[src/hw/rtl/xetr_pkg.sv]
// Shared types, codes and character classes for the XML end tag recognizer.
// No dependencies.
`default_nettype none

package xetr_pkg;

    localparam int OFFSET_BITS_DEF = 32;

    typedef logic [2:0] err_code_t;

    localparam err_code_t ERR_OK       = 3'd0;
    localparam err_code_t ERR_EMPTY    = 3'd1;
    localparam err_code_t ERR_NO_OPEN  = 3'd2;
    localparam err_code_t ERR_UNTERM   = 3'd3;
    localparam err_code_t ERR_BAD_NAME = 3'd4;
    localparam err_code_t ERR_EXTRA    = 3'd5;

    localparam logic [7:0] CH_LT    = 8'h3C;
    localparam logic [7:0] CH_SLASH = 8'h2F;
    localparam logic [7:0] CH_GT    = 8'h3E;
    localparam logic [7:0] CH_UNDER = 8'h5F;
    localparam logic [7:0] CH_COLON = 8'h3A;
    localparam logic [7:0] CH_DASH  = 8'h2D;
    localparam logic [7:0] CH_DOT   = 8'h2E;
    localparam logic [7:0] CH_SPACE = 8'h20;
    localparam logic [7:0] CH_TAB   = 8'h09;
    localparam logic [7:0] CH_LF    = 8'h0A;
    localparam logic [7:0] CH_CR    = 8'h0D;

    typedef struct packed {
        logic [7:0]  text_byte;
        logic        last_byte;
        logic [31:0] start_offset;
    } xetr_item_t;

    typedef struct packed {
        logic        matched;
        err_code_t   error_code;
        logic [31:0] error_offset;
        logic [31:0] tag_begin;
        logic [31:0] raw_end;
        logic [31:0] name_begin;
        logic [31:0] name_limit;
    } xetr_result_t;

    function automatic logic is_blank(input logic [7:0] c);
        return (c == CH_SPACE) || (c == CH_TAB) || (c == CH_LF) || (c == CH_CR);
    endfunction

    function automatic logic is_name_first(input logic [7:0] c);
        return (c >= 8'h61 && c <= 8'h7A) || (c >= 8'h41 && c <= 8'h5A)
            || (c == CH_UNDER) || (c == CH_COLON);
    endfunction

    function automatic logic is_name_next(input logic [7:0] c);
        return is_name_first(c) || (c >= 8'h30 && c <= 8'h39)
            || (c == CH_DASH) || (c == CH_DOT);
    endfunction

endpackage

`default_nettype wire

[src/hw/rtl/xetr_in_stage.sv]
// Input register of the end tag recognizer: holds one byte transaction.
// Depends on xetr_pkg.
`default_nettype none

module xetr_in_stage
    import xetr_pkg::*;
(
    input  wire logic        clk,
    input  wire logic        rst_n,
    input  wire logic        in_valid,
    output logic             in_stall,
    input  wire logic [7:0]  text_byte,
    input  wire logic        last_byte,
    input  wire logic [31:0] start_offset,
    input  wire logic        fire,
    output logic             item_valid,
    output xetr_item_t       item
);

    logic       valid_reg;
    xetr_item_t item_reg;
    logic       load;

    // Take a new byte when the register is empty or drains this cycle.
    assign load     = !valid_reg || fire;
    assign in_stall = !load;

    always_ff @(posedge clk or negedge rst_n)
    begin
        if (!rst_n)
        begin
            valid_reg <= 1'b0;
        end
        else if (load)
        begin
            valid_reg <= in_valid;
        end
    end

    always_ff @(posedge clk)
    begin
        if (load && in_valid)
        begin
            item_reg.text_byte    <= text_byte;
            item_reg.last_byte    <= last_byte;
            item_reg.start_offset <= start_offset;
        end
    end

    assign item_valid = valid_reg;
    assign item       = item_reg;

endmodule

`default_nettype wire

[src/hw/rtl/xetr_parser.sv]
// Per-byte tag scanner: phase machine, captured offsets and the verdict logic.
// Depends on xetr_pkg.
`default_nettype none

module xetr_parser
    import xetr_pkg::*;
#(
    parameter int OFFSET_BITS = OFFSET_BITS_DEF
)
(
    input  wire logic        clk,
    input  wire logic        rst_n,
    input  wire logic        fire,
    input  wire xetr_item_t  item,
    output xetr_result_t     result
);

    typedef enum logic [2:0] {
        PH_LEAD,
        PH_SLASH,
        PH_NSTART,
        PH_NAME,
        PH_TRAIL,
        PH_WAITGT,
        PH_DONE
    } phase_t;

    typedef logic [OFFSET_BITS-1:0] off_t;

    localparam off_t ONE = off_t'(1);
    localparam off_t TWO = off_t'(2);

    phase_t    phase_reg, phase_next;
    logic      started_reg;
    err_code_t pend_reg, pend_next;
    off_t      off_reg;
    off_t      lead_reg, lead_next;
    off_t      stop_reg, stop_next;
    off_t      close_reg, close_next;

    off_t                     base;
    off_t                     cur;
    logic [OFFSET_BITS+31:0]  base_ext;
    logic [7:0]               c;

    function automatic logic [31:0] cut(input off_t v);
        logic [OFFSET_BITS+31:0] ext;
        ext = {32'd0, v};
        return ext[31:0];
    endfunction

    assign c        = item.text_byte;
    assign base_ext = {{OFFSET_BITS{1'b0}}, item.start_offset};
    assign base     = base_ext[OFFSET_BITS-1:0];
    // Offset of the byte under inspection; sample the base on the first byte.
    assign cur      = started_reg ? off_reg : base;

    always_comb
    begin
        phase_next = phase_reg;
        pend_next  = pend_reg;
        lead_next  = lead_reg;
        stop_next  = stop_reg;
        close_next = close_reg;
        unique case (phase_reg)
            PH_LEAD:
            begin
                if (!is_blank(c))
                begin
                    lead_next = cur;
                    if (c == CH_LT)
                    begin
                        phase_next = PH_SLASH;
                    end
                    else
                    begin
                        pend_next  = ERR_NO_OPEN;
                        phase_next = PH_DONE;
                    end
                end
            end
            PH_SLASH:
            begin
                if (c == CH_SLASH)
                begin
                    phase_next = PH_NSTART;
                end
                else
                begin
                    pend_next  = ERR_NO_OPEN;
                    phase_next = PH_DONE;
                end
            end
            PH_NSTART:
            begin
                if (is_name_first(c))
                begin
                    phase_next = PH_NAME;
                end
                else
                begin
                    pend_next  = ERR_BAD_NAME;
                    phase_next = (c == CH_GT) ? PH_DONE : PH_WAITGT;
                end
            end
            PH_NAME:
            begin
                if (!is_name_next(c))
                begin
                    stop_next = cur;
                    if (c == CH_GT)
                    begin
                        close_next = cur;
                        pend_next  = ERR_OK;
                        phase_next = PH_DONE;
                    end
                    else if (is_blank(c))
                    begin
                        phase_next = PH_TRAIL;
                    end
                    else
                    begin
                        pend_next  = ERR_EXTRA;
                        phase_next = PH_WAITGT;
                    end
                end
            end
            PH_TRAIL:
            begin
                if (c == CH_GT)
                begin
                    close_next = cur;
                    pend_next  = ERR_OK;
                    phase_next = PH_DONE;
                end
                else if (!is_blank(c))
                begin
                    pend_next  = ERR_EXTRA;
                    phase_next = PH_WAITGT;
                end
            end
            PH_WAITGT:
            begin
                if (c == CH_GT)
                begin
                    phase_next = PH_DONE;
                end
            end
            default:
            begin
                phase_next = phase_reg;
            end
        endcase
    end

    // Verdict as seen after this byte; used only on a last byte.
    always_comb
    begin
        result = '0;
        if (phase_next == PH_LEAD)
        begin
            result.error_code   = ERR_EMPTY;
            result.error_offset = cut(cur + ONE);
        end
        else if (phase_next == PH_SLASH)
        begin
            result.error_code   = ERR_NO_OPEN;
            result.error_offset = cut(lead_next);
        end
        else if (phase_next != PH_DONE)
        begin
            result.error_code   = ERR_UNTERM;
            result.error_offset = cut(lead_next);
        end
        else
        begin
            result.error_code = pend_next;
            case (pend_next)
                ERR_OK:
                begin
                    result.matched      = 1'b1;
                    result.error_offset = cut(lead_next);
                    result.tag_begin    = cut(lead_next);
                    result.raw_end      = cut(close_next + ONE);
                    result.name_begin   = cut(lead_next + TWO);
                    result.name_limit   = cut(stop_next);
                end
                ERR_BAD_NAME:
                begin
                    result.error_offset = cut(lead_next + TWO);
                end
                ERR_EXTRA:
                begin
                    result.error_offset = cut(stop_next);
                end
                default:
                begin
                    result.error_offset = cut(lead_next);
                end
            endcase
        end
    end

    always_ff @(posedge clk or negedge rst_n)
    begin
        if (!rst_n)
        begin
            phase_reg   <= PH_LEAD;
            started_reg <= 1'b0;
            pend_reg    <= ERR_OK;
        end
        else if (fire)
        begin
            if (item.last_byte)
            begin
                // Drop the message state; the next byte opens a new message.
                phase_reg   <= PH_LEAD;
                started_reg <= 1'b0;
                pend_reg    <= ERR_OK;
            end
            else
            begin
                phase_reg   <= phase_next;
                started_reg <= 1'b1;
                pend_reg    <= pend_next;
            end
        end
    end

    always_ff @(posedge clk)
    begin
        if (fire)
        begin
            off_reg   <= cur + ONE;
            lead_reg  <= lead_next;
            stop_reg  <= stop_next;
            close_reg <= close_next;
        end
    end

endmodule

`default_nettype wire

[src/hw/rtl/xetr_out_stage.sv]
// Result register of the end tag recognizer: holds one verdict until taken.
// Depends on xetr_pkg.
`default_nettype none

module xetr_out_stage
    import xetr_pkg::*;
(
    input  wire logic         clk,
    input  wire logic         rst_n,
    input  wire logic         load,
    input  wire xetr_result_t result,
    output logic              blocked,
    output logic              out_valid,
    input  wire logic         out_stall,
    output logic              matched,
    output logic [2:0]        error_code,
    output logic [31:0]       error_offset,
    output logic [31:0]       tag_begin,
    output logic [31:0]       raw_end,
    output logic [31:0]       name_begin,
    output logic [31:0]       name_limit
);

    logic         valid_reg;
    xetr_result_t res_reg;

    assign blocked = valid_reg && out_stall;

    always_ff @(posedge clk or negedge rst_n)
    begin
        if (!rst_n)
        begin
            valid_reg <= 1'b0;
        end
        else if (load)
        begin
            valid_reg <= 1'b1;
        end
        else if (!out_stall)
        begin
            valid_reg <= 1'b0;
        end
    end

    always_ff @(posedge clk)
    begin
        if (load)
        begin
            res_reg <= result;
        end
    end

    assign out_valid    = valid_reg;
    assign matched      = res_reg.matched;
    assign error_code   = res_reg.error_code;
    assign error_offset = res_reg.error_offset;
    assign tag_begin    = res_reg.tag_begin;
    assign raw_end      = res_reg.raw_end;
    assign name_begin   = res_reg.name_begin;
    assign name_limit   = res_reg.name_limit;

endmodule

`default_nettype wire

[src/hw/rtl/xml_end_tag_recognizer_core.sv]
// Top level of the XML end tag recognizer: input register, scanner, result register.
// Depends on xetr_pkg, xetr_in_stage, xetr_parser and xetr_out_stage.
//
//   channel | signals                                   | moves
//   --------+-------------------------------------------+------------------------------
//   in      | in_valid, in_stall, text_byte, last_byte, | one message byte a transaction
//           | start_offset                              |
//   out     | out_valid, out_stall, matched, error_code,| one verdict per message
//           | error_offset, tag_begin .. name_limit     |
//
// One byte a cycle while no last byte waits on a stalled result register; when a byte
// leaves the input register, its verdict (last byte only) is loaded into the result register.
// The rate is set by the phase update in the scanner, which advances once per byte.
// Reset clears the phase machine and both valid flags; no clearing pass is needed.
// A stalled verdict holds the result register; input keeps flowing until a
// last byte finds the result register occupied and stalled.
`default_nettype none

module xml_end_tag_recognizer_core
    import xetr_pkg::*;
#(
    parameter int OFFSET_BITS = OFFSET_BITS_DEF
)
(
    input  wire logic        clk,
    input  wire logic        rst_n,
    input  wire logic        in_valid,
    output logic             in_stall,
    input  wire logic [7:0]  text_byte,
    input  wire logic        last_byte,
    input  wire logic [31:0] start_offset,
    output logic             out_valid,
    input  wire logic        out_stall,
    output logic             matched,
    output logic [2:0]       error_code,
    output logic [31:0]      error_offset,
    output logic [31:0]      tag_begin,
    output logic [31:0]      raw_end,
    output logic [31:0]      name_begin,
    output logic [31:0]      name_limit
);

    xetr_item_t   item;
    logic         item_valid;
    xetr_result_t result;
    logic         blocked;
    logic         fire;

    // Advance a byte only if its verdict, if any, has somewhere to go.
    assign fire = item_valid && (!blocked || !item.last_byte);

    xetr_in_stage u_in (
        .clk          (clk),
        .rst_n        (rst_n),
        .in_valid     (in_valid),
        .in_stall     (in_stall),
        .text_byte    (text_byte),
        .last_byte    (last_byte),
        .start_offset (start_offset),
        .fire         (fire),
        .item_valid   (item_valid),
        .item         (item)
    );

    xetr_parser #(
        .OFFSET_BITS (OFFSET_BITS)
    ) u_parser (
        .clk    (clk),
        .rst_n  (rst_n),
        .fire   (fire),
        .item   (item),
        .result (result)
    );

    xetr_out_stage u_out (
        .clk          (clk),
        .rst_n        (rst_n),
        .load         (fire && item.last_byte),
        .result       (result),
        .blocked      (blocked),
        .out_valid    (out_valid),
        .out_stall    (out_stall),
        .matched      (matched),
        .error_code   (error_code),
        .error_offset (error_offset),
        .tag_begin    (tag_begin),
        .raw_end      (raw_end),
        .name_begin   (name_begin),
        .name_limit   (name_limit)
    );

endmodule

`default_nettype wire

[config.mk]
export PLATFORM = sky130hd
export DESIGN_NAME = xml_end_tag_recognizer_core
export DESIGN_NICKNAME = d
export VERILOG_FILES = /design/src/hw/rtl/xetr_pkg.sv /design/src/hw/rtl/xetr_in_stage.sv /design/src/hw/rtl/xetr_parser.sv /design/src/hw/rtl/xetr_out_stage.sv /design/src/hw/rtl/xml_end_tag_recognizer_core.sv
export SDC_FILE = /design/constraint.sdc
export NUM_CORES = 1
export LEC_CHECK = 0
export BUFFER_PORTS_ARGS = -buffer_cell sky130_fd_sc_hd__buf_2
export CAP_MARGIN = 10
export CELL_PAD_IN_SITES_DETAIL_PLACEMENT = 2
export CELL_PAD_IN_SITES_GLOBAL_PLACEMENT = 2
export CORE_MARGIN = 2
export CORE_UTILIZATION = 30
export DETAILED_ROUTE_END_ITERATION = 16
export PLACE_DENSITY_LB_ADDON = 0.25
export SYNTH_ARGS = -nofsm -noshare
export SYNTH_HDL_FRONTEND = slang
export SYNTH_SLANG_ARGS = --single-unit
[constraint.sdc]
create_clock -name clk -period 5.3 [get_ports clk]
set_clock_uncertainty 0.1 [all_clocks]
set_input_delay 0.265 -clock clk [delete_from_list [all_inputs] [get_ports clk]]
set_output_delay 0.265 -clock clk [all_outputs]
set_load 0.02 [all_outputs]
==> results of run 1 <==
final cells by class:
class / instances / area [um^2] / share of cell area [%]
clock inverter: 26 / 332 / 1.56
multi-input combinational: 1004 / 6470 / 30.5
tap: 765 / 957 / 4.51
timing repair buffer: 300 / 1890 / 8.90
sequential: 341 / 10200 / 48.0
clock buffer: 51 / 1110 / 5.21
inverter: 75 / 284 / 1.34
layout by cell type (no fill, tap or decap), types with 41 or more instances in the layout:
cell and n:
nor2_1 177, nand3_1 45, edfxtp_1 332, dlygate4sd3_1 45, a21oi_1 46, buf_2 210, inv_1 74, buf_4 41
mux2i_1 69, clkbuf_16 43, xnor2_1 68, o21ai_0 64, nand2_1 127
through the flow:
stage	hold slack [ps]	setup WS (ps)
after floorplan	-131	228
after global placement	37.8	558
after detailed placement	42.2	276
after CTS	2.07	260
after global routing	19.2	30.5
final	4.82	356
cell usage after synthesis, types with 11 or more instances:
cell type,instances
a21oi_1,47
a22oi_1,11
and2_1,12
and3_1,17
buf_2,35
clkbuf_1,25
edfxtp_1,332
inv_1,75
mux2_2,34
mux2i_1,69
nand2_1,127
nand3_1,45
nand4_1,34
nor2_1,178
nor2b_1,22
nor3_1,38
o211ai_1,17
o21ai_0,64
xnor2_1,68
xor2_1,15
cells by family (layout without fill, tap and decap cells):
kind of cell,after synthesis,count (layout),share of synthesized area [%]
fa+ha+maj,3,3,0.216
flops,341,341,58.8
compound gates,260,260,10.4
simple gates,554,554,16.0
buf+inv,153,452,4.15
xor+xnor,83,83,4.19
mux,104,104,6.25
power by group:
group / switching, mW / leakage (nW) / internal, mW / total [mW]
clock: 1.21 / 0.701 / 1.84 / 3.05
combinational: 1.51 / 3.87 / 0.685 / 2.20
sequential: 0.189 / 3.34 / 3.38 / 3.57
total: 2.92 / 7.91 / 5.91 / 8.82
worst register-to-register path: stages, from the launching register on:
cell,delay (ps)
edfxtp_1,550
or4_1,550
a21o_1,230
a311oi_2,640
nor2_4,220
o21ai_0,380
ha_1,380
nand2_1,100
nor4_1,310
nand3_1,120
nor3_1,190
a31oi_2,200
a2111oi_2,480
xnor2_1,160
nor2_1,50
final timing paths:
path	startpoint	end	slack (ps)	cells after the start
max	u_in.item[36]	u_out.raw_end[30]	360	14
min	rst_n	u_parser.pend_reg[2]	5	2
max reg2reg	u_in.item[36]	u_out.raw_end[30]	360	14
min reg2reg	u_parser.phase_reg[0]	u_parser.phase_reg[0]	430	2
max in group asynchronous	rst_n	u_parser.started_reg	4880	2
min in group clk	start_offset[4]	u_in.item[4]	300	2
layer usage:
metal	vias up	GRT usage [%]	wire [um]	part of all wire [%]
met5	-	0	0	0
li1	6087	-	-	-
met4	0	5.72	1560	2.3
met1	6945	28.0	28700	43
met3	79	3.08	2390	3.6
met2	291	39.8	33800	51
repair_timing:
item                                   in CTS  in global routing
endpoints found under the hold margin      52                  0
resized for setup                           0                  2
hold buffers                               45                  0
setup endpoints to repair                   0                  2
buffers inserted                            0                  0
==> results.toml, run 1 <==
[power_and_ir_drop]
total_power_mw = 8.82
p_leak_nw = 7.91
peakVddDrop_v = 0.000203
p_per_area_nw_per_um2 = 416

[place]
dpl-instance-area_um2 = 19300
gp_congestion = 0.875
dp.cells = 2440
io_buffers = 210
hpwl_mm = 48.1

[die]
rows = 88
ios = 211
fp.dieH_um = 244
die_x_um = 244
coreArea_um2 = 57500
start_util_pct = 30.2
dieArea_um2 = 59800

[cells_and_area]
layout-drive-gt1-share_pct = 21.8
final_area_um2 = 21200
largest_reg_flops = 41
antennaDiodeCount = 0
nNetsFinal = 1812
final_util_pct = 36.9
stdcell_count = 2562
synthToLayoutAreaGrowth_pct = 22.4
fillerInstances = 6117

[synth]
yosysSeqAreaShare_pct = 58.8
ys_ff_latch = 341
synth-edff-count = 332
yosys_warnings = 0
yosys-top-cells-area = "edfxtp_1 (57%), mux2i_1 (4.0%), nor2_1 (3.9%), xnor2_1 (3.4%), nand2_1 (2.7%)"
yosys.area.top_type = "edfxtp_1"
synth_top_area_share_pct = 57.5
netlist_area_um2 = 17400
async_flop_share_pct = 2.64
syn-num-nets = 1546
netlist_instances = 1498
yosysUniqueCellTypes = 91
syn-mean-instance-area_um2 = 11.6
synthFlopType = "edfxtp_1"

[clock_tree]
clkSinkCount = 341
htreeDepth = 2
insertion_delay_ps = 580
cts_buffers = 42
cts_root_buf = "clkbuf_16"
cts.clk_slew.worst_paths_ps = 60
clockBufferDepth = 3
cts_tree = "done"

[timing]
finalMaxSlewViolations = 0
setup_violations = 0
layout_min_cycle_time_ps = 4940
worst_pin_slew_ps = 1200
setup_tns_ps = 0
clock.fmax_mhz = 202
final.period_utilization_pct = 93.3
grt_setup_unrepaired = "no"
hold_viol_final = 0
maxSlewHeadroom_pct = 20.3

[global_route]
grt_pass1_vias = 14500
grt_pass1_wl_mm = 98.7
grt-ovfl-total = 0
grt_max_degree = 97
antenna_found_initial = 0
gr-usage-all-layers_pct = 22.2

[route]
drt_wl_total_mm = 66.4
drc = 0
first_pass_iters = 5
via_per_inst = 5.23
drt_iter0_markers = 726
ant_nets = 0
wl_per_cell_um = 25.9
vias = 13400

[worst_setup_path]
path_class = "flip-flop to flip-flop"
critPathMaxStageDelay_ps = 640
critPathMaxFanout = 19
critical_path.top_delay_family = "compound AO/OA/AOI/OAI gates"
startpoint_type = "flip-flop"
cp_data_arrival_time_ps = 5130
path_cells = "or4_1 -> a21o_1 -> a311oi_2 -> nor2_4 -> o21ai_0 -> ha_1 -> nand2_1 -> nor4_1 -> nand3_1 -> nor3_1 -> a31oi_2 -> a2111oi_2 -> xnor2_1 -> nor2_1"
worst-path-buf-inv = 0
cp_slowest_cell = "a311oi_2"
end_kind = "flip-flop"
cp.required_ps = 5480

[job]
maxCapViolCount = 0

[run_status]
status = "finished clean"

[min_path]
holdCritPathClass = "primary input to asynchronous set/reset pin"
No activity file was read; power rests on OpenSTA's default activity.
==> inputs of run 2 (changes only) <==
Clock period 5.3 ns to 4.2 ns, I/O delays scaled along.
==> results.toml, run 2 (synthesis gave the netlist of run 1 again) <==
[cells_and_area]
multiInputGateArea_um2 = 6590
fillerInstances = 6022
final_common_cell = "edfxtp_1"
largest_reg_flops = 41
layout-drive-gt1-share_pct = 25.1
ff_latch_area_um2 = 10200
final_area_um2 = 21900
final_cell_mix = "edfxtp_1 (332), buf_2 (210), nor2_1 (175)"
stdcell_count = 2619
synthToLayoutAreaGrowth_pct = 26.4
nNetsFinal = 1869

[route]
first_pass_iters = 5
drt_iter0_markers = 767
vias = 13500
drt_wl_total_mm = 67.3
drc = 0
ant_nets = 0
wl_per_cell_um = 25.7
via_per_inst = 5.17

[power_and_ir_drop]
combPwrFrac_pct = 26.0
p_switching_mw = 3.78
p_per_area_nw_per_um2 = 524
p_sw_share_pct = 32.9
p_seq_share_pct = 39.2
peakVddDrop_v = 0.000301
p_leak_nw = 8.26
p_int_mw = 7.71
p_clk_share_pct = 34.8

[die]
ios = 211
start_util_pct = 30.2
die_x_um = 244
dieArea_um2 = 59800
rows = 88
coreArea_um2 = 57500
fp.dieH_um = 244

[place]
place_ws_ps = 39.7
gp_congestion = 0.834
io_buffers = 210
dpl-instance-area_um2 = 19800
hpwl_mm = 49.3
dp.cells = 2489

[worst_setup_path]
end_kind = "flip-flop"
critPathMaxFanout = 5
cp.required_ps = 4430
startpoint_type = "flip-flop"
cp_data_arrival_time_ps = 4290
r2r_slack_ps = 140
path_class = "flip-flop to flip-flop"

[global_route]
grt_pass1_vias = 14700
gr-usage-all-layers_pct = 22.3
antenna_found_initial = 0
grt_pass1_wl_mm = 98.7
grt-ovfl-total = 0
grt_max_degree = 75

[run_status]
status = "finished clean"

[clock_tree]
clockBufferDepth = 3
cts_buffers = 42
clkSinkCount = 341
cts_root_buf = "clkbuf_16"
cts.clk_slew.worst_paths_ps = 60
htreeDepth = 2
insertion_delay_ps = 590
cts_tree = "done"

[job]
maxCapViolCount = 0

[timing]
finalMaxSlewViolations = 0
hold_viol_final = 0
clock.fmax_mhz = 246
setup_violations = 0
worst_pin_slew_ps = 1120
maxSlewHeadroom_pct = 25.4
holdWs_ps = 249
final.period_utilization_pct = 96.7
layout_min_cycle_time_ps = 4060
finalWorstSetupSlack_ps = 139

[min_path]
holdCritPathClass = "primary input to flip-flop"
-- run 2: cell count changes in the layout (fill, tap and decap cells not counted), sizes merged --
cell         delta
buf            +56
clkbuf          -5
bufinv          +2
clkinv          +1
diode           +1
dlygate4sd3     +1
inv             +1
-- run 2: power by group through the flow --
| stage | sequential, mW | combinational, mW | clock, mW |
|---|---|---|---|
| 2_1_floorplan | 4.66 | 1.57 | 0 |
| 3_3_place_gp | 4.55 | 2.86 | 0 |
| 3_5_place_dp | 4.56 | 2.92 | 0 |
| 4_1_cts | 4.50 | 2.98 | 4.10 |
| 5_1_grt | 4.54 | 3.21 | 4.21 |
| 6_report | 4.50 | 2.99 | 4.00 |
-- run 2: area by class of cell --
class	count	area share (%)
diodes	1	0.0114
clock buffers	46	4.96
inverters	75	1.30
flip-flops and latches	341	46.5
clock inverters	30	1.83
multi-input cells	1004	30.1
repair buffers	357	11.0
well taps	765	4.37
-- run 2: layer usage --
layer	up-vias	GRT usage [%]	routed length, um
li1	6208	-	-
met1	6901	27.9	28400
met2	307	38.8	33700
met3	125	2.46	2210
met4	0	9.56	2990
met5	-	0	0
-- run 2: path summary, 6_finish.rpt --
path	start	end	cells past startpoint
setup reg to reg	u_in.item[39]	u_out.error_offset[31]	15
max in group asynchronous	rst_n	u_parser.started_reg	3
hold / removal	start_offset[6]	u_in.item[6]	2
setup / recovery	u_in.item[39]	u_out.error_offset[31]	15
min in group asynchronous	rst_n	u_parser.pend_reg[2]	3
hold reg to reg	u_parser.pend_reg[1]	u_parser.pend_reg[1]	1
-- run 2: worst max-delay path: stages, from the launching register on --
cell and delay, ps:
edfxtp_1 490, or4b_4 580, o21a_1 250, nand2_4 130, nand2_1 70, a21boi_1 130
inv_1 130, ha_4 170, nand3_2 90, or4_4 480, a21oi_4 140, nand3_1 110
a211oi_2 270, xor2_1 230, o22ai_1 140, a221o_1 300
-- run 2: what timing repair did --
item / 4_1_cts / 5_1_grt
buffers inserted: 0 / 7
endpoints found under the setup margin: 0 / 71
resized for setup: 0 / 16
hold buffers: 46 / 0
endpoints found under the hold margin: 52 / 0
-- run 2: per-stage QoR --
stage	setup TNS, ps	utilization, %	power, mW
6_report	0	38.1	11.5
5_1_grt	-75.6	38.1	12.0
3_3_place_gp	0	34.5	7.40
2_1_floorplan	0	-	6.23
3_5_place_dp	0	34.5	7.48
4_1_cts	0	37.9	11.6
==> inputs of run 3 (changes only) <==
Settings changed: BUFFER_PORTS_ARGS -buffer_cell sky130_fd_sc_hd__buf_2 to -buffer_cell sky130_fd_sc_hd__buf_4.
==> results.toml, run 3 (synthesis gave the netlist of run 1 again) <==
[global_route]
antenna_found_initial = 0
grt-ovfl-total = 0
grt_pass1_vias = 14700
grt_max_degree = 132
grt_pass1_wl_mm = 98.7
gr-usage-all-layers_pct = 22.3

[clock_tree]
cts_tree = "done"
insertion_delay_ps = 590
cts_buffers = 42
clockBufferDepth = 3
clkSinkCount = 341
cts_root_buf = "clkbuf_16"
cts.clk_slew.worst_paths_ps = 60
htreeDepth = 2

[worst_setup_path]
cp_data_arrival_time_ps = 4330
r2r_cells = 10
path_class = "flip-flop to flip-flop"
startpoint_type = "flip-flop"
end_kind = "flip-flop"
critPathMaxFanout = 21
r2r_slack_ps = 180
r2r-end = "u_out.name_begin[15]"
cp.required_ps = 4510
r2r_start = "u_in.item[39]"

[power_and_ir_drop]
peakVddDrop_v = 0.000269
p_clk_share_pct = 33.6
combPwrFrac_pct = 26.8
p_per_area_nw_per_um2 = 508
total_power_mw = 11.4
p_int_mw = 7.63
p_sw_share_pct = 32.9
p_switching_mw = 3.75
p_seq_share_pct = 39.6
p_leak_nw = 8.39

[min_path]
holdCritPathClass = "primary input to flip-flop"
hold_depth = 2
min_to = "u_in.item[4]"
hp-start = "start_offset[4]"

[timing]
setup_tns_ps = 0
setup_violations = 0
final.period_utilization_pct = 95.8
hold_viol_final = 0
worst_pin_slew_ps = 1160
clock.fmax_mhz = 249
layout_min_cycle_time_ps = 4020
finalMaxSlewViolations = 0
maxSlewHeadroom_pct = 22.8

[route]
vias = 13700
first_pass_iters = 4
drt_wl_total_mm = 67.4
drc = 0
wl_per_cell_um = 25.7
ant_nets = 0
via_per_inst = 5.22
drt_iter0_markers = 835

[cells_and_area]
layout-drive-gt1-share_pct = 25.0
final_cell_mix = "edfxtp_1 (332), buf_4 (304), nor2_1 (175)"
largest_reg_flops = 41
nNetsFinal = 1873
antennaDiodeCount = 0
fillerInstances = 6023
final_util_pct = 38.9
final_common_cell = "edfxtp_1"
multiInputGateArea_um2 = 6560
ff_latch_area_um2 = 10200
synthToLayoutAreaGrowth_pct = 29.0

[place]
hpwl_mm = 48.6
gp_congestion = 0.847
io_buffers = 210

[die]
coreArea_um2 = 57500
die_x_um = 244
dieArea_um2 = 59800
start_util_pct = 30.2
rows = 88
fp.dieH_um = 244
ios = 211

[job]
maxCapViolCount = 0

[run_status]
status = "finished clean"
[run 3: cell types whose count changed in the layout (fill, tap and decap cells not counted), moves of 3 or more]
cell       change
clkbuf_1       +4
buf_2        -210
buf_4        +214
bufinv_16      -3
[run 3: area by class of cell]
cell class,count,area share [%]
well taps,765,4.28
inverters,75,1.27
flip-flops and latches,341,45.6
clock inverters,26,1.36
multi-input cells,1004,29.3
clock buffers,51,4.99
repair buffers,361,13.2
[run 3: metal layers]
| metal | global-route usage, % | wire (um) | part of all wire [%] |
|---|---|---|---|
| met1 | 27.4 | 28500 | 42 |
| met2 | 38.4 | 33200 | 49 |
| met3 | 3.34 | 2430 | 3.6 |
| met4 | 10.2 | 3190 | 4.7 |
| met5 | 0 | 0 | 0 |
[run 3: through the flow]
step	hold slack (ps)	setup WS, ps	std cells	cell area (um^2)
floorplan	-186	13.1	1498	17400
global placement	-48.3	91.9	2487	20300
detailed placement	-51.1	-75.8	2487	20300
CTS	211	18.2	2610	22200
global route	236	-24.2	2623	22400
finish	250	178	2623	22400
[run 3: repair_timing]
item	4_1_cts	5_1_grt
buffers inserted	0	13
pin swaps	0	3
hold buffers	46	0
gates resized for setup	1	14
hold endpoints to repair	52	0
setup endpoints to repair	1	19
[run 3: power groups by stage]
stage                     Sequential [mW]  Clock (mW)  Combinational (mW)
after floorplan                      4.66           0                1.57
after global placement               4.56           0                2.93
after detailed placement             4.57           0                2.99
after CTS                            4.51        3.93                3.05
after global routing                 4.54        4.04                3.27
final                                4.50        3.82                3.05
[run 3: how the worst max path moves through the flow]
stage,start,end,slack (ps),cells past startpoint
2_1_floorplan,u_in.item[40],u_out.error_offset[25],10,19
6_report,u_in.item[39],u_out.name_begin[15],180,10
5_1_grt,u_in.item[39],u_out.raw_end[30],-20,16
3_3_place_gp,u_in.item[40],u_out.error_offset[23],90,15
4_1_cts,u_in.item[40],u_out.error_offset[23],20,16
3_5_place_dp,u_in.item[40],u_out.error_offset[23],-80,16
[run 3: critical path, cell delays in order, from the launching register on]
cell and delay [ps]:
edfxtp_1 450, buf_4 180, nand4bb_1 400, nor3_1 600
nor3_1 90, a311oi_1 560, o31a_1 240, and3b_1 320
nand3_4 350, buf_4 370, nor2_1 190
